`src/plsf_pkg.sv`:
```
// shared types, constants and saturating arithmetic helpers for the polynomial fit
package plsf_pkg;

    localparam logic [63:0] ONE_Q16  = 64'd65536;
    localparam logic [63:0] SIGN64   = 64'h8000_0000_0000_0000;
    localparam logic [63:0] MAXPOS64 = 64'h7FFF_FFFF_FFFF_FFFF;

    // register index taken from paddr
    localparam logic REG_FIT_DEGREE = 1'b0;

    localparam int QUEUE_DEPTH = 2;
    // numerator bits of the quotient unit: |a| * 2^32 fits in 96 bits
    localparam int DIV_BITS = 96;

    typedef struct packed {
        logic               last;
        logic [1:0]         degree;
        logic signed [31:0] y;
        logic signed [31:0] x;
    } sample_t;

    typedef struct packed {
        logic        start;
        logic        sh32;
        logic [63:0] a;
        logic [63:0] b;
    } mul_req_t;

    typedef struct packed {
        logic        done;
        logic        sat;
        logic [63:0] value;
    } mul_rsp_t;

    typedef struct packed {
        logic        start;
        logic [63:0] a;
        logic [63:0] b;
    } div_req_t;

    typedef struct packed {
        logic        done;
        logic [63:0] value;
    } div_rsp_t;

    typedef struct packed {
        logic        sat;
        logic [63:0] val;
    } sat_res_t;

    function automatic logic [63:0] magn(input logic [63:0] a);
        return a[63] ? (64'd0 - a) : a;
    endfunction

    // apply a sign to a 128-bit magnitude and clip to 64 bits signed
    function automatic sat_res_t sat_mag(input logic [127:0] m, input logic neg);
        sat_res_t r;
        r.sat = 1'b0;
        if (neg) begin
            if (m > {64'd0, SIGN64}) begin
                r.sat = 1'b1;
                r.val = SIGN64;
            end else if (m == {64'd0, SIGN64}) begin
                r.val = SIGN64;
            end else begin
                r.val = 64'd0 - m[63:0];
            end
        end else begin
            if (m > {64'd0, MAXPOS64}) begin
                r.sat = 1'b1;
                r.val = MAXPOS64;
            end else begin
                r.val = m[63:0];
            end
        end
        return r;
    endfunction

    function automatic sat_res_t sat_add(input logic [63:0] a, input logic [63:0] b);
        sat_res_t r;
        logic [63:0] s;
        s = a + b;
        r.sat = (a[63] == b[63]) && (s[63] != a[63]);
        r.val = r.sat ? (a[63] ? SIGN64 : MAXPOS64) : s;
        return r;
    endfunction

    function automatic sat_res_t sat_sub(input logic [63:0] a, input logic [63:0] b);
        sat_res_t r;
        logic [63:0] s;
        s = a - b;
        r.sat = (a[63] != b[63]) && (s[63] != a[63]);
        r.val = r.sat ? (a[63] ? SIGN64 : MAXPOS64) : s;
        return r;
    endfunction

endpackage

```
`src/plsf_queue.sv`:
```
// short sample queue between the accepting front and the fitting back end
module plsf_queue (
    input  logic               aclk,
    input  logic               aresetn,
    input  logic               in_valid,
    output logic               in_ready,
    input  plsf_pkg::sample_t  in_data,
    output logic               out_valid,
    input  logic               out_ready,
    output plsf_pkg::sample_t  out_data
);
    localparam int DEPTH = plsf_pkg::QUEUE_DEPTH;
    localparam int PTR_W = (DEPTH > 1) ? $clog2(DEPTH) : 1;
    localparam int CNT_W = $clog2(DEPTH + 1);

    plsf_pkg::sample_t entry_reg [DEPTH];
    logic [PTR_W-1:0] wr_ptr_reg, rd_ptr_reg;
    logic [CNT_W-1:0] count_reg;
    logic push, pop;

    assign in_ready  = (count_reg != CNT_W'(DEPTH));
    assign out_valid = (count_reg != '0);
    assign out_data  = entry_reg[rd_ptr_reg];
    assign push = in_valid && in_ready;
    assign pop  = out_valid && out_ready;

    always_ff @(posedge aclk) begin
        if (!aresetn) begin
            wr_ptr_reg <= '0;
            rd_ptr_reg <= '0;
            count_reg  <= '0;
        end else begin
            if (push) begin
                entry_reg[wr_ptr_reg] <= in_data;
                wr_ptr_reg <= (wr_ptr_reg == PTR_W'(DEPTH - 1)) ? '0 : wr_ptr_reg + 1'b1;
            end
            if (pop) begin
                rd_ptr_reg <= (rd_ptr_reg == PTR_W'(DEPTH - 1)) ? '0 : rd_ptr_reg + 1'b1;
            end
            if (push && !pop) begin
                count_reg <= count_reg + 1'b1;
            end else if (pop && !push) begin
                count_reg <= count_reg - 1'b1;
            end
        end
    end

endmodule

```
`config.mk`:
```
export PLATFORM = sky130hd
export DESIGN_NAME = plsf_queue
export DESIGN_NICKNAME = d
export VERILOG_FILES = /design/src/plsf_pkg.sv /design/src/plsf_queue.sv
export SDC_FILE = /design/constraint.sdc
export NUM_CORES = 1
export LEC_CHECK = 0
export BUFFER_PORTS_ARGS = -buffer_cell sky130_fd_sc_hd__buf_2
export CORE_MARGIN = 2
export CORE_UTILIZATION = 52
export CTS_CLUSTER_SIZE = 14
export DETAILED_ROUTE_END_ITERATION = 8
export PLACE_DENSITY_LB_ADDON = 0.2
export SLEW_MARGIN = 20
export SYNTH_ARGS = -nofsm -noshare
export SYNTH_HDL_FRONTEND = slang
export SYNTH_SLANG_ARGS = --single-unit
```
`constraint.sdc`:
```
create_clock -name aclk -period 4.5 [get_ports aclk]
set_input_delay 0.45 -clock aclk [delete_from_list [all_inputs] [get_ports aclk]]
set_output_delay 0.45 -clock aclk [all_outputs]
set_load 0.02 [all_outputs]
```
Word-level counts from Yosys, hierarchy flattened
Memories as Yosys holds them, arrays and structs flattened. A register that Yosys moved wholly into a read port is not among the register bits.
Cells that the tools add are included.
{ "op_classes": {"eq_ne": 1, "n_addsub": 4, "muxes": 9, "reduce_logical": 8} }
{ "ops": {"columns": ["cell", "count"], "rows": [
  ["1-bit two-way mux", 7],
  ["1-bit logical AND", 4],
  ["2-bit two-way mux", 2],
  ["2-bit nonzero test", 2],
  ["1-bit adder (second input constant)", 2],
  ["2-bit by 1-bit adder with 2-bit output (second input constant)", 1],
  ["1-bit logical NOT", 2],
  ["2-bit inequality test (second input constant)", 1],
  ["2-bit by 1-bit subtractor with 2-bit output (second input constant)", 1]
]} }
{ "totals": {"memories": 1, "reg_bits": 4, "out_inout_bits": 69, "ram_bits": 134} }
{ "memory_table": {"columns": ["memory", "depth", "width", "read_ports", "rd_clocked_by_memory_dff", "wr", "line_no", "source"], "rows": [
  ["entry_reg", 2, 67, 1, 1, 1, "plsf_queue.sv:16", "plsf_pkg::sample_t entry_reg [DEPTH];"]
]} }

Longest topological paths before layout
{ "logic_depth": {"ltp_word": 6, "ltp_mapped": 6, "depth_no_buf": 6} }

Worst setup path before layout
No wires, ideal clock.
{ "synth_path": {"path_kind": "register -> register", "from": "reg count_reg[0]", "to": "mem entry_reg[0][0] (netlist name) (enable)", "n_path_buf": 0, "path_stages_with_launch": 5, "arrival_time_ps": 3542, "setup_slack_ps": 465, "setup_ps": 492, "path_cell_list": "dfxtp_1 nor2b_1 inv_1 nand3_1 nor2_1"} }
{ "synth_between": {"elab_chain_cells": 5} }
{ "synth_rtl": {"columns": ["item", "line_no", "source"], "rows": [
  ["from (decl)", "plsf_queue.sv:18", "logic [CNT_W-1:0] count_reg;"],
  ["from (signal assigned)", "plsf_queue.sv:41", "count_reg <= count_reg + 1'b1;"],
  ["from (signal assigned)", "plsf_queue.sv:43", "count_reg <= count_reg - 1'b1;"],
  ["2-bit inequality test", "plsf_queue.sv:21", "assign in_ready = (count_reg != CNT_W'(DEPTH));"],
  ["named net in_ready", "plsf_queue.sv:6", "output logic in_ready,"],
  ["1-bit logical AND", "plsf_queue.sv:24", "assign push = in_valid && in_ready;"],
  ["1-bit two-way mux", "plsf_queue.sv:33", "if (push) begin"],
  ["1-bit two-way mux", "plsf_queue.sv:28", "if (!aresetn) begin"],
  ["1-bit two-way mux (implied by the code)", "plsf_queue.sv:34", "entry_reg[wr_ptr_reg] <= in_data;"],
  ["to (decl)", "plsf_queue.sv:16", null]
]} }
The timed path passes the listed nets, and every way through them passes these cells.

==> results_dict.tcl <==
set metrics [dict create \
    maxCapViolCount 0 \
    regToRegEndpoint "entry_reg[0][20]" \
    row_count 36 \
    swShare_pct 25.5 \
    drive_gt1_share_pct 60.6 \
    hold_path_depth 1 \
    antenna_found_initial 1 \
    p_clk_share_pct 38.9 \
    crit_family "flip-flops" \
    clk_latency_ns 0.50 \
    power.leakage_uw 0.00247 \
    ios 140 \
    crit_type "reg -> out" \
    ys_ff_latch 139 \
    synth_cell_types 20 \
    vias_per_cell 4.92 \
    die_x_um 103 \
    crit_cells 3 \
    post_dp_cell_area_sq_um 5910 \
    slowest_stage "dfxtp_2" \
    avgSynthCellArea_sq_um 21.6 \
    area_delta_synth_final_pct 29.6 \
    gp_congestion 0.765 \
    groute.usage.overall_pct 16.5 \
    crit_chain "buf_4 -> mux2_2 -> buf_2" \
    crit_end "out_data[51]" \
    slowest_delay_ns 0.85 \
    largest_register_ff_count 134 \
    power_uw 3970 \
    syn_area_sq_um 5070 \
    first_iter_violations 87 \
    finalHoldViolations 0 \
    grt_remaining_overflow 0 \
    cp.arrival_ns 2.46 \
    period_share_pct 64.6 \
    yosys_warnings 0 \
    fin_nets 461 \
    finalSetupViolations 0 \
    maxSlewViolCount 0 \
    dieArea_sq_um 10600 \
    cts_resized 0 \
    cts_setup_buffers 0 \
    worstPathMaxFanout 34 \
    worst-path-buf-inv 2 \
    dp_hpwl_um 5450 \
    drc_errors 0 \
    sequentialPowerShare_pct 40.7 \
    grt_pass1_wl_um 12500 \
    synth-seq-area-share_pct 81.3 \
    status "finished clean" \
    io_buffers 139 \
    required_ns 4.05 \
    rrSetupSlack_ns 2.24 \
    syn_nets 307 \
    ant_nets 0 \
    rr_worst_depth 5 \
    core_area_sq_um 9640 \
    cp-start-kind "flip-flop" \
    first_pass_iters 4 \
    fin_skew_ns 0.00469 \
    grt_pass1_vias 2566 \
    comb_power_share_pct 20.5 \
    setup_tns_ns 0 \
    worst_slew_pin_slew_ns 0.800 \
    synth_top_area_cell "edfxtp_1" \
    clockRootBuffer "clkbuf_8" \
    start_util_pct 52.6 \
    cts_made_buffers 17 \
    fmax_mhz 344 \
    die_height_um 103 \
    htree_levels 4 \
    synthCells 235 \
    period_minus_slack_ns 2.91 \
    switchingPower_uw 1010 \
    final_cell_area_sq_um 6580 \
    diodes 0 \
    timing.rr.start "count_reg[0]" \
    routedWlPerCell_um 16.0 \
    ir_worst_vdd_v 0.000317 \
    clock_path_buffers 2 \
    synth_area_leaders "edfxtp_1, mux2_2, dfxtp_1" \
    maxSlewHeadroom_pct 46.7 \
    vias 2627 \
    yosysTopAreaCellShare_pct 79.3 \
    clock-sinks 139 \
    grt_max_degree 53 \
    wirelength_um 8570 \
    clk_pin_slew_ns 0.06 \
    internal_power_uw 2960 \
    cts_tree "built" \
    hold_class "in -> reg" \
    post-route-util_pct 68.2 \
    cp-end-kind "primary output" \
    holdBufCountCts 0 \
    rsz0062_at_grt "false" \
    pwr_density_cell_nw_per_um2 604 \
]
-- power by group through the flow --
stage          clock (uW)  sequential (uW)  combinational [uW]
2_1_floorplan           0             1600                 626
4_1_cts              1570             1620                 825
5_1_grt              1620             1630                 872
3_3_place_gp            0             1640                 815
3_5_place_dp            0             1640                 818
6_report             1540             1610                 813
-- logic make-up after synthesis --
logic type	Yosys count	share of synthesized area, %
xor+xnor	3	0.518
mux	67	14.9
simple gates	11	1.23
fa+ha+maj	1	0.247
buf+inv	9	1.26
flops	139	81.3
compound gates	5	0.592
-- worst register-to-register path, stage by stage (launching register included) --
cell and delay, ns:
dfxtp_1 0.42, nor2b_1 0.12, inv_1 0.08, nand3_1 0.12, nor2_4 0.45, buf_4 0.67
-- how the worst min path moves through the flow --
| stage | from | endpoint | slack [ns] |
|---|---|---|---|
| after floorplan | wr_ptr_reg | wr_ptr_reg | 0.47 |
| after global placement | count_reg[1] | count_reg[1] | 0.50 |
| after detailed placement | count_reg[1] | count_reg[1] | 0.51 |
| after CTS | in_data[40] | entry_reg[1][40] | 0.10 |
| after global routing | in_data[58] | entry_reg[1][58] | 0.1 |
| final | in_data[3] | entry_reg[0][3] | 0.13 |
-- cells in the mapped netlist --
cell type / instances
or3_1: 2
mux2_2: 67
nand3_1: 1
o21ai_0: 2
buf_6: 3
or2_2: 1
buf_2: 3
ha_1: 1
xor2_1: 1
and2_1: 3
buf_4: 1
nor2b_1: 1
dfxtp_1: 5
inv_1: 2
xnor2_1: 2
edfxtp_1: 134
a21boi_1: 2
nor2_1: 2
o21ai_1: 1
and3_1: 1
-- stage by stage --
| stage | cells | setup WS, ns | hold slack [ns] |
|---|---|---|---|
| after floorplan | 235 | 0.465 | 0.466 |
| after global placement | 503 | 2.04 | 0.496 |
| after detailed placement | 503 | 2.05 | 0.505 |
| after CTS | 534 | 1.49 | 0.101 |
| after global routing | 534 | 1.39 | 0.0984 |
| final | 534 | 1.59 | 0.130 |
-- routing by layer --
metal  part of all wire (%)  global-route usage (%)
met5                   0.15                       0
met4                    1.0                    6.68
met3                    8.3                    7.93
met2                     52                    27.4
met1                     38                    18.4
-- cell usage in the layout, fill, tap and decap left out, types with 3 or more instances in the layout --
cell and instances:
and2_1 3, edfxtp_1 134, clkinv_2 4, buf_2 139
mux2_2 67, clkbuf_16 16, bufinv_16 7, dfxtp_1 4
buf_4 3
-- area by class of cell --
| type | instances | area (sq um) |
|---|---|---|
| fill | 686 | 3060 |
| sequential | 139 | 4130 |
| multi-input combinational | 87 | 895 |
| timing repair buffer | 142 | 718 |
| tap | 133 | 166 |
| clock buffer | 18 | 418 |
| inverter | 2 | 7.51 |
| clock inverter | 13 | 248 |
Note: power is estimated with default switching activity, not from simulation.
